**config.mk**
```make
export PLATFORM = sky130hd
export DESIGN_NAME = plotter_stepper_pen_mechanism_core
export DESIGN_NICKNAME = d
export VERILOG_FILES = /design/src/hdl/psp_pkg.sv /design/src/hdl/psp_phase_dec.sv /design/src/hdl/plotter_stepper_pen_mechanism_core.sv
export SDC_FILE = /design/constraint.sdc
export NUM_CORES = 1
export LEC_CHECK = 0
export BUFFER_PORTS_ARGS = -buffer_cell sky130_fd_sc_hd__buf_2
export CORE_UTILIZATION = 40
export CTS_CLUSTER_SIZE = 40
export DETAILED_ROUTE_END_ITERATION = 7
export PLACE_DENSITY = 0.62
export SLEW_MARGIN = 40
export SYNTH_ARGS = -nofsm -noshare
export SYNTH_HDL_FRONTEND = slang
export SYNTH_SLANG_ARGS = --single-unit
```
**constraint.sdc**
```tcl
create_clock -name clock -period 4.6 [get_ports clock]
set_input_delay 0.23 -clock clock [delete_from_list [all_inputs] [get_ports clock]]
set_output_delay 0.23 -clock clock [all_outputs]
set_load 0.01 [all_outputs]
```
**src/hdl/psp_pkg.sv**
```systemverilog
// Shared types, codes and lookup functions for the plotter stepper pen mechanism.
// No dependencies; used by psp_phase_dec and plotter_stepper_pen_mechanism_core.
package psp_pkg;

   localparam logic [1:0] OP_BUS   = 2'd0;
   localparam logic [1:0] OP_PORT1 = 2'd1;

   localparam logic [1:0] REG_PEN_CHANGE_ZONE = 2'd0;
   localparam logic [1:0] REG_COLOUR_COUNT    = 2'd1;
   localparam logic [1:0] REG_X_REVERSE       = 2'd2;
   localparam logic [1:0] REG_Y_REVERSE       = 2'd3;

   localparam logic [3:0] PHASE_A = 4'hA;
   localparam logic [3:0] PHASE_B = 4'h6;
   localparam logic [3:0] PHASE_C = 4'h5;
   localparam logic [3:0] PHASE_D = 4'h9;

   localparam logic [1:0] PEN_LOWER = 2'b01;
   localparam logic [1:0] PEN_RAISE = 2'b10;

   localparam int         BUSY_BIT     = 4;
   localparam int         CSR_WIDTH    = 10;
   localparam int         ZONE_WIDTH   = 10;
   localparam int         REQ_WIDTH    = 8;
   localparam int         RSP_WIDTH    = 72;
   localparam int         OUT_POS_BITS = 16;

   localparam logic [9:0] ZONE_RESET       = 10'd16;
   localparam logic [2:0] COLOUR_CNT_RESET = 3'd4;

   typedef struct packed {
      logic       valid;
      logic [1:0] slot;
   } phase_slot_type;

   typedef struct packed {
      logic [3:0] last;
      logic       known;
      logic       fwd;
      logic       back;
   } phase_dec_type;

   function automatic phase_slot_type phase_slot(input logic [3:0] ph);
      phase_slot_type s;
      s = '{valid: 1'b1, slot: 2'd0};
      unique case (ph)
         PHASE_A: s.slot = 2'd0;
         PHASE_B: s.slot = 2'd1;
         PHASE_C: s.slot = 2'd2;
         PHASE_D: s.slot = 2'd3;
         default: s.valid = 1'b0;
      endcase
      return s;
   endfunction

   // advance the drum one pen, wrapping at the effective drum size
   function automatic logic [1:0] next_colour(input logic [1:0] c, input logic [2:0] count);
      logic [2:0] v;
      logic [1:0] r;
      v = {1'b0, c} + 3'd1;
      unique case (count)
         3'd0, 3'd1: r = 2'd0;
         3'd2:       r = {1'b0, v[0]};
         3'd3:       r = (v >= 3'd3) ? 2'(v - 3'd3) : v[1:0];
         default:    r = v[1:0];
      endcase
      return r;
   endfunction

endpackage

```
**src/hdl/psp_phase_dec.sv**
```systemverilog
// Four-phase stepper nibble decoder for one axis: tracks the last phase and
// reports a forward or backward step. Depends on psp_pkg.
module psp_phase_dec (
   input  logic                    en,
   input  logic [3:0]              nibble,
   input  logic [3:0]              last_ff,
   input  logic                    known_ff,
   output psp_pkg::phase_dec_type  dec
);
   import psp_pkg::*;

   phase_slot_type sa;
   phase_slot_type sb;
   logic [1:0]     d;

   assign sa = phase_slot(last_ff);
   assign sb = phase_slot(nibble);
   assign d  = sb.slot - sa.slot;

   always_comb begin
      dec = '{last: last_ff, known: known_ff, fwd: 1'b0, back: 1'b0};
      if (en && nibble != 4'd0) begin
         if (!known_ff) begin
            dec.last  = nibble;
            dec.known = 1'b1;
         end else if (nibble != last_ff) begin
            dec.last = nibble;
            if (sa.valid && sb.valid) begin
               dec.fwd  = (d == 2'd1);
               dec.back = (d == 2'd3);
            end
         end
      end
   end

endmodule

```
**src/hdl/plotter_stepper_pen_mechanism_core.sv**
```systemverilog
// Plotter stepper and pen mechanism: decodes port writes into carriage/paper
// positions, pen state and stroke records.
// Depends on psp_pkg and psp_phase_dec.
//
// Usage:
//   req_*  : one port write per request. req_tuser = operation (0 bus steppers,
//            1 port one pen/busy, others ignored), req_tdata = port byte.
//   rsp_*  : one result per request: stroke flag, start/end position, pen colour,
//            pen latch and busy flag.
//   csr_*  : register write port, taken on any clock with csr_we high; write
//            only while no request is in flight.
// Result: registered; rsp_tvalid rises in the cycle after a request is accepted.
// Throughput: one request per cycle while results are taken; the state update and
//   the result register are a single pass of shallow logic.
// Stall: the result register holds while rsp_tready is low; req_tready drops
//   only when a result is held and not being taken.
// Reset: positions, phases, pen, colour and busy clear; registers return to
//   zone 16, four pens, X reversed, Y forward; no result is pending.
module plotter_stepper_pen_mechanism_core #(
   parameter int POSITION_WIDTH = 16
) (
   input  logic                             clock,
   input  logic                             reset,
   input  logic                             req_tvalid,
   output logic                             req_tready,
   input  logic [psp_pkg::REQ_WIDTH-1:0]    req_tdata,  // [7:0] port_value
   input  logic [1:0]                       req_tuser,  // [1:0] operation
   output logic                             rsp_tvalid,
   input  logic                             rsp_tready,
   // [0] stroke_valid, [16:1] start_x, [32:17] start_y, [48:33] end_x,
   // [64:49] end_y, [66:65] pen_colour, [67] pen_is_down, [68] busy_flag, zero above
   output logic [psp_pkg::RSP_WIDTH-1:0]    rsp_tdata,
   input  logic                             csr_we,
   input  logic [1:0]                       csr_addr,
   input  logic [psp_pkg::CSR_WIDTH-1:0]    csr_wdata
);
   import psp_pkg::*;

   localparam int PW = POSITION_WIDTH;
   localparam int CW = (PW > ZONE_WIDTH) ? PW : ZONE_WIDTH;
   localparam logic [PW-1:0] X_MAX = {PW{1'b1}};
   localparam logic [PW-1:0] Y_MAX = {1'b0, {(PW-1){1'b1}}};
   localparam logic [PW-1:0] Y_MIN = {1'b1, {(PW-1){1'b0}}};

   logic [ZONE_WIDTH-1:0] zone_ff;
   logic [2:0]            colour_cnt_ff;
   logic                  x_rev_ff;
   logic                  y_rev_ff;

   logic [3:0]    x_last_ff, y_last_ff;
   logic          x_known_ff, y_known_ff;
   logic [PW-1:0] carriage_ff, carriage_in;
   logic [PW-1:0] paper_ff, paper_in;
   logic          pen_ff, pen_in;
   logic [1:0]    colour_ff, colour_in;
   logic          inside_ff, inside_in;
   logic          busy_ff, busy_in;

   logic                 rsp_valid_ff;
   logic [RSP_WIDTH-1:0] rsp_data_ff, rsp_data_in;

   phase_dec_type xdec, ydec;
   logic          is_bus, is_port1, accept;
   logic          x_up, x_down, y_up, y_down, x_step, in_zone, stroke;
   logic [OUT_POS_BITS-1:0] sx16, sy16, ex16, ey16;

   assign is_bus   = (req_tuser == OP_BUS);
   assign is_port1 = (req_tuser == OP_PORT1);
   assign req_tready = !rsp_valid_ff || rsp_tready;
   assign accept     = req_tvalid && req_tready;

   psp_phase_dec u_x_dec (
      .en       (is_bus),
      .nibble   (req_tdata[3:0]),
      .last_ff  (x_last_ff),
      .known_ff (x_known_ff),
      .dec      (xdec)
   );

   psp_phase_dec u_y_dec (
      .en       (is_bus),
      .nibble   (req_tdata[7:4]),
      .last_ff  (y_last_ff),
      .known_ff (y_known_ff),
      .dec      (ydec)
   );

   assign x_up   = x_rev_ff ? xdec.back : xdec.fwd;
   assign x_down = x_rev_ff ? xdec.fwd  : xdec.back;
   assign y_up   = y_rev_ff ? ydec.back : ydec.fwd;
   assign y_down = y_rev_ff ? ydec.fwd  : ydec.back;
   assign x_step = xdec.fwd || xdec.back;

   always_comb begin
      carriage_in = carriage_ff;
      if (x_up && carriage_ff != X_MAX) begin
         carriage_in = carriage_ff + PW'(1);
      end else if (x_down && carriage_ff != '0) begin
         carriage_in = carriage_ff - PW'(1);
      end
   end

   always_comb begin
      paper_in = paper_ff;
      if (y_up && paper_ff != Y_MAX) begin
         paper_in = paper_ff + PW'(1);
      end else if (y_down && paper_ff != Y_MIN) begin
         paper_in = paper_ff - PW'(1);
      end
   end

   assign in_zone = CW'(carriage_in) < CW'(zone_ff);

   always_comb begin
      colour_in = colour_ff;
      inside_in = inside_ff;
      if (x_step) begin
         inside_in = in_zone;
         if (in_zone && !inside_ff) begin
            colour_in = next_colour(colour_ff, colour_cnt_ff);
         end
      end
   end

   always_comb begin
      pen_in  = pen_ff;
      busy_in = busy_ff;
      if (is_port1) begin
         busy_in = req_tdata[BUSY_BIT];
         unique case (req_tdata[1:0])
            PEN_LOWER: pen_in = 1'b1;
            PEN_RAISE: pen_in = 1'b0;
            default:   pen_in = pen_ff;
         endcase
      end
   end

   assign stroke = pen_ff && (carriage_in != carriage_ff || paper_in != paper_ff);

   generate
      if (PW >= OUT_POS_BITS) begin : g_trunc
         assign sx16 = carriage_ff[OUT_POS_BITS-1:0];
         assign ex16 = carriage_in[OUT_POS_BITS-1:0];
         assign sy16 = paper_ff[OUT_POS_BITS-1:0];
         assign ey16 = paper_in[OUT_POS_BITS-1:0];
      end else begin : g_extend
         assign sx16 = {{(OUT_POS_BITS-PW){1'b0}}, carriage_ff};
         assign ex16 = {{(OUT_POS_BITS-PW){1'b0}}, carriage_in};
         assign sy16 = {{(OUT_POS_BITS-PW){paper_ff[PW-1]}}, paper_ff};
         assign ey16 = {{(OUT_POS_BITS-PW){paper_in[PW-1]}}, paper_in};
      end
   endgenerate

   assign rsp_data_in = {3'b000, busy_in, pen_in, colour_in, ey16, ex16, sy16, sx16, stroke};

   always_ff @(posedge clock) begin
      if (reset) begin
         zone_ff       <= ZONE_RESET;
         colour_cnt_ff <= COLOUR_CNT_RESET;
         x_rev_ff      <= 1'b1;
         y_rev_ff      <= 1'b0;
      end else if (csr_we) begin
         unique case (csr_addr)
            REG_PEN_CHANGE_ZONE: zone_ff       <= csr_wdata[ZONE_WIDTH-1:0];
            REG_COLOUR_COUNT:    colour_cnt_ff <= csr_wdata[2:0];
            REG_X_REVERSE:       x_rev_ff      <= csr_wdata[0];
            REG_Y_REVERSE:       y_rev_ff      <= csr_wdata[0];
         endcase
      end
   end

   always_ff @(posedge clock) begin
      if (reset) begin
         x_last_ff   <= '0;
         x_known_ff  <= 1'b0;
         y_last_ff   <= '0;
         y_known_ff  <= 1'b0;
         carriage_ff <= '0;
         paper_ff    <= '0;
         pen_ff      <= 1'b0;
         colour_ff   <= '0;
         inside_ff   <= 1'b0;
         busy_ff     <= 1'b0;
      end else if (accept) begin
         x_last_ff   <= xdec.last;
         x_known_ff  <= xdec.known;
         y_last_ff   <= ydec.last;
         y_known_ff  <= ydec.known;
         carriage_ff <= carriage_in;
         paper_ff    <= paper_in;
         pen_ff      <= pen_in;
         colour_ff   <= colour_in;
         inside_ff   <= inside_in;
         busy_ff     <= busy_in;
      end
   end

   always_ff @(posedge clock) begin
      if (reset) begin
         rsp_valid_ff <= 1'b0;
      end else if (accept) begin
         rsp_valid_ff <= 1'b1;
      end else if (rsp_tready) begin
         rsp_valid_ff <= 1'b0;
      end
   end

   always_ff @(posedge clock) begin
      if (accept) begin
         rsp_data_ff <= rsp_data_in;
      end
   end

   assign rsp_tvalid = rsp_valid_ff;
   assign rsp_tdata  = rsp_data_ff;

   a_accept_gives_rsp : assert property (@(posedge clock) disable iff (reset)
      accept |=> rsp_tvalid)
      else $error("accepted request produced no result");

   a_stroke_pen_down : assert property (@(posedge clock) disable iff (reset)
      (rsp_tvalid && rsp_tdata[0]) |-> rsp_tdata[67])
      else $error("stroke reported with pen up");

   a_stroke_moved : assert property (@(posedge clock) disable iff (reset)
      (rsp_tvalid && rsp_tdata[0]) |-> (rsp_tdata[32:1] != rsp_tdata[64:33]))
      else $error("stroke reported without movement");

   a_port1_no_move : assert property (@(posedge clock) disable iff (reset)
      (accept && !is_bus) |=> (rsp_tdata[32:1] == rsp_tdata[64:33] && !rsp_tdata[0]))
      else $error("non-bus write moved the mechanism");

endmodule

```
==> results of run 1 <==
[sequential cells by signal (all words and copies together) (netlist names), 2 cells and up]
| signal | cells |
|---|---|
| colour_ff | 2 |
| zone_ff | 10 |
| colour_cnt_ff | 3 |
| x_last_ff | 4 |
| paper_ff | 16 |
| carriage_ff | 16 |
| rsp_tdata | 69 |
| y_last_ff | 4 |
[cells by family (layout without fill, tap and decap cells)]
group	after synthesis	after routing	synth area share
AND/OR/NAND/NOR	281	281	0.215
flip-flops	132	132	0.490
AO/OA/AOI/OAI	102	102	0.0926
buffers and inverters	68	196	0.0442
XOR/XNOR	67	67	0.0961
adder cells (fa/ha/maj)	20	20	0.0368
multiplexers	15	15	0.0243
other	1	3	0.000552
[through the flow]
| step | power (mW) | instances | cell area [sq um] | setup slack (ns) |
|---|---|---|---|---|
| after floorplan | 1.47 | 688 | 6840 | -0.166 |
| after global placement | 1.54 | 999 | 7640 | -0.0193 |
| after detailed placement | 1.55 | 999 | 7650 | -0.163 |
| after CTS | 2.96 | 1033 | 8290 | -0.132 |
| after global routing | 3.04 | 1036 | 8390 | -0.115 |
| final | 2.94 | 1036 | 8390 | 0.0433 |
[what timing repair did]
item / in CTS / in global routing
pin swaps: 10 / 11
setup buffers: 1 / 3
hold endpoints to repair: 1 / 0
hold buffers: 1 / 0
setup endpoints to repair: 2 / 5
resized for setup: 1 / 13
[synth_stat cells (6+ instances only)]
library cell,n
a21oi_1,43
nand3_1,18
o21ai_0,20
buf_4,6
nor2_1,78
a31oi_1,6
xnor2_1,23
or3_1,12
edfxtp_1,69
mux2i_1,9
nor4_1,11
nand4_1,13
xor2_1,39
ha_1,20
nand2_1,72
dfxtp_1,63
and3_1,10
inv_1,32
clkbuf_1,24
nor3_1,18
[placed cells by master, fill, tap and decap left out, types with 18 or more instances in the layout]
cell type / instances
xor2_1: 38
dfxtp_1: 61
xnor2_1: 22
a21oi_1: 40
buf_4: 33
nand3_1: 18
edfxtp_1: 69
nand2_1: 72
buf_2: 97
nor2_1: 78
inv_1: 31
ha_1: 19
nor3_1: 18
[final cells by class]
type,instances,area share
clock buffers,19,0.0516
flip-flops and latches,132,0.398
well taps,220,0.0328
repair buffers,132,0.0904
inverters,32,0.0145
clock inverters,13,0.0219
multi-input cells,488,0.391
[power by group through the flow]
stage	sequential [mW]	clock, mW	combinational [mW]
final	1.30	1.41	0.231
after global placement	1.32	0	0.222
after CTS	1.30	1.43	0.230
after global routing	1.30	1.49	0.252
after detailed placement	1.32	0	0.227
after floorplan	1.34	0	0.127
[metal layers]
| metal | global-route usage | vias up | part of all wire |
|---|---|---|---|
| li1 | - | 2656 | - |
| met1 | 0.250 | 2552 | 0.47 |
| met2 | 0.284 | 156 | 0.45 |
| met3 | 0.0419 | 30 | 0.051 |
| met4 | 0.0754 | 0 | 0.024 |
| met5 | 0 | - | 0 |
[worst max-delay path by stage]
stage / endpoint / slack (ns) / startpoint / cells past startpoint
6_report: rsp_tdata[65]$_DFFE_PP_ / 0.04 / x_last_ff[2]$_SDFFE_PP0P_ / 17
3_5_place_dp: rsp_tdata[65]$_DFFE_PP_ / -0.16 / x_last_ff[2]$_SDFFE_PP0P_ / 17
4_1_cts: rsp_tdata[65]$_DFFE_PP_ / -0.13 / x_last_ff[2]$_SDFFE_PP0P_ / 17
3_3_place_gp: rsp_tdata[66]$_DFFE_PP_ / -0.02 / x_last_ff[0]$_SDFFE_PP0P_ / 17
2_1_floorplan: rsp_tdata[65]$_DFFE_PP_ / -0.17 / x_last_ff[2]$_SDFFE_PP0P_ / 18
5_1_grt: rsp_tdata[65]$_DFFE_PP_ / -0.12 / x_last_ff[2]$_SDFFE_PP0P_ / 17
[worst max-delay path, cell delays in order (launching register included)]
cell	delay [ns]
dfxtp_2	0.33
or4bb_4	0.52
o21ai_2	0.09
ha_4	0.22
nor4b_4	0.26
nand2_1	0.09
or4_4	0.46
nor4_4	0.17
nand4_1	0.15
o21ai_2	0.10
xor2_1	0.24
ha_1	0.30
a21oi_2	0.15
or2b_1	0.24
mux2_4	0.28
nor4_4	0.15
and3_4	0.24
mux2_4	0.30
==> results.md, run 1 <==
Status:
- The run finished with clean final reports.

Critical path:
- STA classifies the critical path endpoint as a flip-flop.
- The required time of the critical path is 4.77 ns.
- Data on the critical path arrives at its endpoint at 4.72 ns.
- The critical path launch point type is a flip-flop.
- In this run the worst path has a maximum fanout of 2.
- The worst register-to-register path has a setup slack of 0.04 ns.
- The depth of the worst register-to-register path is 17.
- In this run the critical register-to-register path is captured at rsp_tdata[65]$_DFFE_PP_.
- The startpoint-to-endpoint class of the critical path is flip-flop to flip-flop.
- In this run the critical register-to-register path is launched from x_last_ff[2]$_SDFFE_PP0P_.

Timing:
- The max-slew violation count is 0.
- The routed design could run at a clock period as short as 4.56 ns.
- The setup total negative slack is 0 ns.
- Setup repair after global routing could not meet its margin everywhere.
- Between clock sinks in the finished design, the worst skew comes to 0.00848 ns.
- Headroom to the max-slew limit came out at 0.518.
- Setup violations remaining at the end of the flow were counted as 0.
- The hold violation count in the final report was 0.
- On the final layout, the worst hold slack is 0.0397 ns.
- The worst-margin pin slew is 0.722 ns.
- The peak clock frequency supported by timing is 0.219 GHz.
- Dividing the final minimum period by the clock period gives 0.991.

Yosys:
- The share of the Yosys chip area taken by registers is 0.490.
- The synthesized area divided by synthesized cell count is 9.91 sq um.
- The synthesized design contains 69 enable-type register cells.
- The cell type with the highest aggregate area in the netlist is edfxtp_1.
- The share of Yosys cell area claimed by the top area cell type is 0.305.
- The cell area after synthesis is 6800 sq um.
- The cell count after synthesis came out at 686.
- Synthesis inferred 132 register bits.
- The share of flip-flops with an asynchronous set or reset is 0.
- The top flip-flop cell by instance count after synthesis is edfxtp_1.
- The netlist uses 79 different library cells.
- The Yosys step of the flow raised 0 warnings.
- Sorting the synthesized cells by area gives the leading types as edfxtp_1 30%, dfxtp_1 19%, xor2_1 5.0%.

Floorplan:
- After floorplanning, the core was divided into 47 placement rows.
- During I/O placement, the number of pins put on the boundary was 101.
- The area of the die is 17,500 sq um.
- The height of the die is 132 um.
- The placeable core region is 16,600 sq um.
- The die boundary width is 132 um.
- For this configuration, the core starts out at a cell density of 0.410.

CTS:
- At the later pin of the worst-skew pair, clock insertion delay measures 0.42 ns.
- The H-tree depth is 4.
- TritonCTS built the clock tree.
- The clock transition at the registers of the reported paths is 0.06 ns.
- The count of clock tree sinks is 132.
- The number of buffers created by CTS is 17.
- No sink is reached through more buffers than the 2 on the longest clock path.
- The master cell of the clock root buffer is clkbuf_16.

Route:
- The routed design has 15,700 um of wire.
- The iteration-0 DRC count of the detailed router is 312.
- The average wire per cell in the routed design is 15.2 um.
- The via count of the routed design is 5,394.
- The count of nets left with antenna violations once routing finished came out at 0.
- The number of detailed-routing iterations run before antenna repair is 6.
- The post-detailed-route via-to-cell ratio is 5.21.
- The DRC violations left is 0.

Min path:
- The worst hold path begins at csr_wdata[9].
- The worst hold path passes through 3 cells.
- The endpoint with the worst hold slack is zone_ff[9]$_SDFFE_PP0P_.
- In this run the worst hold path is classified as primary input to flip-flop.

Power:
- Of the total power, the share spent switching nets is 0.226.
- The share of total power dissipated in the clock network is 0.479.
- For this design the static power due to leakage is 3.53 nW.
- The ratio of total power to cell area is 350 nW/um^2.
- The internal portion of the total power is 2.27 mW.
- The logic gate share of total power is 0.079.
- The portion of total power attributed to sequential cells is 0.442.
- The worst ir drop on vdd is 0.275 mV.
- The analysis attributes to net switching a power of 0.663 mW.

GRT:
- The total global routing overflow is 0.
- The number of global-route vias before repair is 5,026.
- The first global-routing pass estimated 25,500 um of wire.
- For this run, the total global-route usage over all layers was measured as 0.184.
- The initial antenna violation count is 0.
- The maximum number of pins on one net before global-route repair is 64.

Layout:
- The filler cell count is 1,525.
- The fraction of layout instances using a drive strength above 1 is 0.254.
- The net total in the final layout is 850.
- The footprint of the multi-input gates is 3280 sq um.
- The register cell area after layout is 3340 sq um.
- The area growth from synthesis to layout is 23.4%.
- The utilization after layout is 0.506.
- The number of antenna diodes in the final layout is 0.

Placed design:
- Buffers placed on the I/O ports in this run total 97.
- Once detailed placement completed, the half-perimeter wirelength came to 11,100 um.
- The final RePlAce weighted congestion is 0.902.

Run:
- The tool flagged a number of max-cap violations equal to 0.
Power figures use the tool's default switching activity.
==> run 2: changes to the inputs <==
BUFFER_PORTS_ARGS = -buffer_cell sky130_fd_sc_hd__buf_4   (was -buffer_cell sky130_fd_sc_hd__buf_2)
==> run 2 against run 1 <==
Critical path depth stayed put. Maximum frequency is 0.28% higher. Sequential power hardly changed. Global-route usage is 0.42 points higher. Largest cell class unchanged.
==> results.md, run 2 (synthesis gave the netlist of run 1 again) <==
Layout:
- The area overhead of the layout relative to synthesis is 28.0%.
- The flip-flop count of the largest register after layout is 69 (unchanged).
- The fraction of layout instances using a drive strength above 1 is 0.264 (+0.0108).
- In the layout the commonest cells are 142 x buf_4, 78 x nor2_1, 71 x nand2_1.
- Leaving out fill and tap cells, the most frequent cell in the layout is buf_4.
- The filler-free cell count of the finished design is 1,048 (+1.2%).
- The number of antenna diodes is 0 (unchanged).
- The net total in the final layout is 862 (+1.4%).

Route:
- The final antenna-violating net count is 0 (unchanged).
- The average wire per cell in the routed design was 15.3 um (+1.1%).
- The iteration-0 DRC count of the detailed router is 350 (+12%).
- The highest routing layer actually used is met4.
- The final wirelength is 16,100 um (+2.3%).
- The met3 layer wire length in the routed design is 830 um (+4.1%).
- The DRC violations left is 0 (unchanged).
- The post-detailed-route via-to-cell ratio is 5.22 (+0.21%).
- The detailed route wirelength on metal2 is 7450 um (+4.1%).
- The via count of the routed design is 5,468 (+1.4%).
- The wire length on met1 came to 7610 um (+3.0%).
- The number of detailed-routing iterations run before antenna repair is 4 (-2).

Placed design:
- The HPWL reported at the end of detailed placement was 11,300 um (+1.4%).
- The number of input and output port buffers inserted is 97 (unchanged).
- The cell count after placement is 1,005 (+0.60%).
- The minimum setup slack after placement is -0.329 ns (-0.166 ns).
- The final RePlAce weighted congestion is 0.892 (-1.1%).

Timing:
- The final worst clock skew was 0.00863 ns (+0.000154 ns).
- The peak clock frequency supported by timing is 0.220 GHz (+0.28%).
- Setup repair after global routing could not meet its margin everywhere.
- The total setup violations reported at the end of the flow is 0 (unchanged).
- The worst-margin pin slew is 0.721 ns (-0.00100 ns).
- The hold violation count in the final report was 0 (unchanged).
- The worst hold margin is 0.0128 ns (-0.0269 ns).
- The time the final worst path needs with I/O delays and setup was 4.54 ns (-0.0128 ns).
- The relative slew slack is 0.520 (+0.00118).
- The max-slew violation count came to 0 (unchanged).
- The setup total negative slack was 0 ns (unchanged).
- The slack of the critical path came to 0.0561 ns (+0.0128 ns).
- The portion of the clock cycle consumed by the worst path in the final layout came to 0.988 (-0.00278).

CTS:
- The clock transition at the registers of the reported paths is 0.06 ns (about the same).
- CTS placed an instance of clkbuf_16 at the clock tree root.
- The H-tree depth is 4 (unchanged).
- The clock latency of the later-clocked register in the worst-skew pair came to 0.42 ns (about the same).
- The count of clock tree sinks was 132 (unchanged).
- The number of buffers added to fix hold violations after cts is 0 (-1).
- The buffer depth of the longest clock path is 2 (unchanged).
- The TritonCTS clock tree is built.
- The number of buffers created by CTS is 17 (unchanged).

Critical path:
- The startpoint-to-endpoint class of the critical path is flip-flop to flip-flop.
- In this run the critical register-to-register path is launched from x_last_ff[0]$_SDFFE_PP0P_.
- The most critical setup path has its startpoint at x_last_ff[0]$_SDFFE_PP0P_.
- The number of buffers and inverters on the critical path is 0 (unchanged).
- The maximum fanout encountered on the critical timing path is 2 (unchanged).
- The critical path goes through or4bb_4 > o21ai_2 > ha_1 > nor4b_4 > nand2_1 > or4_4 > nor4_4 > nand4_1 > o21ai_1 > xor2_1 > ha_1 > a21oi_2 > or2b_1 > mux2_4 > nor4_4 > and3_4 > mux2_4.
- The delay of the slowest critical-path stage is 0.53 ns (about the same).
- The cell with the biggest individual delay on the critical path is or4bb_4.
- The data arrival time of the critical path is 4.71 ns (about the same).
- The worst setup path is launched from a flip-flop.
- The required time of the critical path is 4.76 ns (about the same).
- STA classifies the critical path endpoint as a flip-flop.
- The family of cells with the greatest summed delay on the critical path is simple AND/OR/NAND/NOR gates.
- The internal reg-to-reg setup slack came to 0.06 ns (about the same).

Floorplan:
- The height of the die is 132 um (unchanged).
- The starting density of the core is 0.410 (unchanged).
- The area of the die was 17,500 sq um (unchanged).
- The row count is 47 (unchanged).
- The placeable core region came to 16,600 sq um (unchanged).
- The number of I/O pins is 101 (unchanged).
- The die boundary width is 132 um (unchanged).

Power:
- The leakage power of the design came to 3.65 nW (+3.6%).
- The total power is 2.96 mW (+0.70%).
- The worst ir drop on vdd was 0.248 mV (-9.9%).
- The ratio of total power to cell area came to 340 nW/um^2 (-2.9%).

GRT:
- The wire length of the first global-routing pass is 26,000 um (+1.9%).
- The number of global-route vias before repair was 5,081 (+1.1%).
- The maximum number of pins on one net before global-route repair is 107 (+67%).
- The initial antenna violation count is 0 (unchanged).
- The overall routing resource usage is 0.188 (+0.00420).
- The total global routing overflow is 0 (unchanged).

Run:
- The number of maximum-capacitance constraint violations came to 0 (unchanged).

Min path:
- In this run the worst hold path is classified as primary input to flip-flop.
- The beginning of the worst hold path is csr_wdata[4].

Status:
- The run finished with clean final reports.
[run 2: cell count changes in the layout (fill, tap and decap cells not counted), sizes merged]
| cell | before | now |
|---|---|---|
| buf | 131 | 144 |
| clkinv | 7 | 8 |
| dlygate4sd3 | 1 | 0 |
| inv | 32 | 31 |
[run 2: power by group]
group / switching (mW) / internal (mW) / leakage [nW]
registers: 0.0195 / 1.28 / 1.21
logic: 0.145 / 0.114 / 2.15
clock network: 0.493 / 0.906 / 0.297
total: 0.658 / 2.30 / 3.65
[run 2: final timing paths]
| path | endpoint | cells after the start |
|---|---|---|
| setup / recovery | rsp_tdata[65]$_DFFE_PP_ | 17 |
| hold / removal | zone_ff[4]$_SDFFE_PP1P_ | 2 |
| setup reg to reg | rsp_tdata[65]$_DFFE_PP_ | 17 |
| hold reg to reg | x_known_ff$_SDFFE_PP0P_ | 2 |
[run 2: layout make-up]
cell class	instances	area [sq um]
clock inverter	13	185
multi-input combinational	488	3250
inverter	32	121
fill	1520	7880
timing repair buffer	144	1100
clock buffer	19	433
tap	220	275
sequential	132	3340
[run 2: timing repair]
action | 4_1_cts | 5_1_grt
endpoints found under the hold margin | 0 | 0
pin swaps | 7 | 3
setup buffers | 4 | 7
resized for setup | 3 | 8
setup endpoints to repair | 2 | 5
[run 2: through the flow]
stage / cell area [sq um] / util
2_1_floorplan: 6840 / -
6_report: 8700 / 0.525
5_1_grt: 8700 / 0.525
4_1_cts: 8610 / 0.519
3_5_place_dp: 7950 / 0.480
3_3_place_gp: 7950 / 0.479
[run 2: layer usage]
layer	vias up	track usage
met3	11	0.0396
met5	-	0
met4	0	0.0619
met2	146	0.289
li1	2686	-
met1	2625	0.264
==> run 3: changes to the inputs <==
PLACE_DENSITY = default   (was 0.62)
clock period = 3.8 ns   (was 4.6 ns; I/O delays follow)
==> run 3 against run 2 <==
The run now ends with negative setup slack left. Maximum frequency fell by 1.4%. Sequential power rose by 21%. Clock skew barely moved. Wire length rose by 2.9%. First-iteration DRC count fell by 24%. Global-route usage rose by 0.89 points. Hold slack improved by 0.00087 ns. Die area did not move. Via count rose by 1.4%. Critical path type unchanged. Largest cell class unchanged. Largest power group is now sequential cells.
==> results.md, run 3 (synthesis gave the netlist of run 1 again) <==
Critical path:
- Walking the worst path, the cells encountered are or4bb_4 > o21ai_2 > ha_1 > nor4b_2 > nand2_1 > or4_4 > nor4_4 > nand4_1 > o21ai_1 > xor2_1 > ha_1 > a21oi_2 > or2b_1 > mux2_4 > nor4_4 > and3_4 > mux2_4.
- The worst setup path is of the flip-flop to flip-flop kind.
- The data arrival time of the critical path is 4.77 ns (+0.06 ns).
- The critical path launch point type is a flip-flop.
- The maximum fanout encountered on the critical timing path was 2 (unchanged).
- The depth of the worst register-to-register path is 17 (unchanged).
- The reg-to-reg critical path endpoint is rsp_tdata[66]$_DFFE_PP_.
- The category of the worst setup path capture point is a flip-flop.
- The required time of the critical path is 3.97 ns (-0.79 ns).
- The critical register-to-register path startpoint is x_last_ff[0]$_SDFFE_PP0P_.
- The delay of the slowest critical-path stage is 0.53 ns (about the same).
- The internal reg-to-reg setup slack is -0.81 ns (-0.86 ns).
- On the critical path, the stage with the largest delay is an instance of or4bb_4.

CTS:
- The clock transition at the registers of the reported paths is 0.06 ns (about the same).
- The clock latency of the later-clocked register in the worst-skew pair is 0.42 ns (about the same).
- The number of buffers created by CTS is 17 (unchanged).
- The H-tree depth came to 4 (unchanged).
- The buffer depth of the longest clock path is 2 (unchanged).
- The TritonCTS clock tree is built.
- The master cell of the clock root buffer is clkbuf_16.
- The count of clock tree sinks is 132 (unchanged).

Floorplan:
- The die boundary width is 132 um (unchanged).
- The starting density of the core is 0.410 (unchanged).
- The number of I/O pins came to 101 (unchanged).
- The height of the die was 132 um (unchanged).
- The row count is 47 (unchanged).
- The area of the die is 17,500 sq um (unchanged).
- The placeable core region is 16,600 sq um (unchanged).

Min path:
- The worst hold path begins at csr_wdata[2].
- The worst min-delay path category is primary input to flip-flop.
- The cell count of the worst hold path is 3 (+1).
- The worst hold path terminates at zone_ff[2]$_SDFFE_PP0P_.

Timing:
- The time the final worst path needs with I/O delays and setup was 4.61 ns (+0.0623 ns).
- The relative slew slack is 0.512 (-0.00758).
- The hold violation count in the final report is 0 (unchanged).
- The portion of the clock cycle consumed by the worst path in the final layout is 1.21 (+0.224).
- The worst hold margin is 0.0137 ns (+0.000866 ns).
- The final worst clock skew was 0.00878 ns (+0.000152 ns).
- The worst-margin pin slew is 0.732 ns (+0.0114 ns).
- The slack of the critical path was -0.806 ns (-0.862 ns).
- The peak clock frequency supported by timing is 0.217 GHz (-1.4%).
- Setup repair after global routing could not meet its margin everywhere.
- The max-slew violation count is 0 (unchanged).
- The total setup violations reported at the end of the flow is 5 (+5).

Layout:
- In the layout the commonest cells are 179 x buf_4, 78 x nor2_1, 72 x nand2_1.
- The number of antenna diodes is 0 (unchanged).
- The most common cell after layout, fill and taps aside is buf_4.
- The fraction of layout instances using a drive strength above 1 is 0.294 (+0.0296).
- The net total in the final layout came to 909 (+5.5%).
- The flip-flop count of the largest register after layout is 69 (unchanged).
- The area overhead of the layout relative to synthesis is 32.7%.

Route:
- The number of detailed-routing iterations run before antenna repair came to 4 (unchanged).
- The iteration-0 DRC count of the detailed router is 267 (-24%).
- The average wire per cell in the routed design is 15.1 um (-1.4%).
- The final wirelength is 16,600 um (+2.9%).
- The post-detailed-route via-to-cell ratio is 5.07 (-2.9%).
- The final antenna-violating net count is 0 (unchanged).
- The DRC violations left is 0 (unchanged).
- The via count of the routed design is 5,545 (+1.4%).

GRT:
- The initial antenna violation count is 0 (unchanged).
- The total global routing overflow came to 0 (unchanged).
- The number of global-route vias before repair is 5,395 (+6.2%).
- The overall routing resource usage came to 0.197 (+0.00893).
- The maximum number of pins on one net before global-route repair is 66 (-38%).
- The wire length of the first global-routing pass came to 27,200 um (+4.6%).

Power:
- The worst ir drop on vdd was 0.297 mV (+20%).
- The leakage power of the design is 3.84 nW (+5.2%).
- The total power is 3.43 mW (+16%).
- The ratio of total power to cell area came to 380 nW/um^2 (+12%).

Placed design:
- The final RePlAce weighted congestion is 0.915 (+2.6%).
- The minimum setup slack after placement was -0.964 ns (-0.635 ns).
- The number of input and output port buffers inserted is 97 (unchanged).
- The HPWL reported at the end of detailed placement was 12,200 um (+7.5%).

Status:
- The flow ran to the end, but the final reports show violations.
- The final reports fail on negative setup slack.

Run:
- The number of maximum-capacitance constraint violations is 0 (unchanged).
[run 3: changes by cell type in the layout (fill, tap and decap cells not counted), moves of 2 or more]
cell,before,now
buf_4,142,179
dlygate4sd3_1,0,8
bufinv_16,4,1
clkinv_4,4,1
buf_6,0,2
clkbuf_8,0,2
o21ai_0,16,18
[run 3: cell type report]
cell class,instances,area [sq um]
fill,1560,7560
tap,220,275
sequential,132,3340
clock buffer,21,460
timing repair buffer,191,1480
clock inverter,10,85.1
inverter,32,121
multi-input combinational,488,3260
[run 3: worst max-delay path: cells and delay by family, from the launching register on]
kind / cells / cell delay [ns]
and+or+nand+nor: 9 / 2.36
xor gates and xnor gates: 1 / 0.23
DFF: 1 / 0.32
adders and majority gates: 2 / 0.53
muxes: 2 / 0.58
AOI/OAI and AO/OA: 3 / 0.33
[run 3: worst max path at each step]
stage                                    from                      end  slack [ns]  cells past startpoint
floorplan           x_last_ff[2]$_SDFFE_PP0P_  rsp_tdata[65]$_DFFE_PP_       -0.97                     18
global placement    x_last_ff[0]$_SDFFE_PP0P_  rsp_tdata[65]$_DFFE_PP_       -0.81                     17
detailed placement  x_last_ff[0]$_SDFFE_PP0P_  rsp_tdata[66]$_DFFE_PP_       -0.96                     17
CTS                 x_last_ff[0]$_SDFFE_PP0P_  rsp_tdata[66]$_DFFE_PP_       -0.86                     17
global route        x_last_ff[0]$_SDFFE_PP0P_  rsp_tdata[65]$_DFFE_PP_       -1.02                     17
finish              x_last_ff[0]$_SDFFE_PP0P_  rsp_tdata[66]$_DFFE_PP_       -0.81                     17
[run 3: layer usage]
layer  global-route usage  up-vias  share of wire  routed length (um)
met5                    0        -              0                   0
met3               0.0415       20          0.038                 633
met1                0.272     2652           0.49                8030
met2                0.305       97           0.46                7660
met4               0.0715        0          0.014                 235
li1                     -     2776              -                   -
[run 3: what timing repair did]
| item | in CTS | in global routing |
|---|---|---|
| setup endpoints to repair | 5 | 6 |
| resized for setup | 2 | 11 |
| buffers inserted | 2 | 3 |
| hold buffers | 8 | 0 |
| pin swaps | 7 | 16 |
| hold endpoints to repair | 8 | 0 |
[run 3: metrics by stage]
step	instance area, sq um	instances	TNS [ns]	utilization
after CTS	8940	1091	-3.40	0.539
final	9020	1094	-3.16	0.544
after global routing	9020	1094	-4.25	0.544
after detailed placement	8290	1050	-3.93	0.500
after floorplan	6840	688	-3.50	-
after global placement	8280	1050	-3.20	0.499
[run 3: power breakdown]
part	switching [mW]	total [mW]	internal, mW
clock network	0.588	1.51	0.922
logic	0.183	0.345	0.161
registers	0.0224	1.57	1.55
total	0.793	3.43	2.63
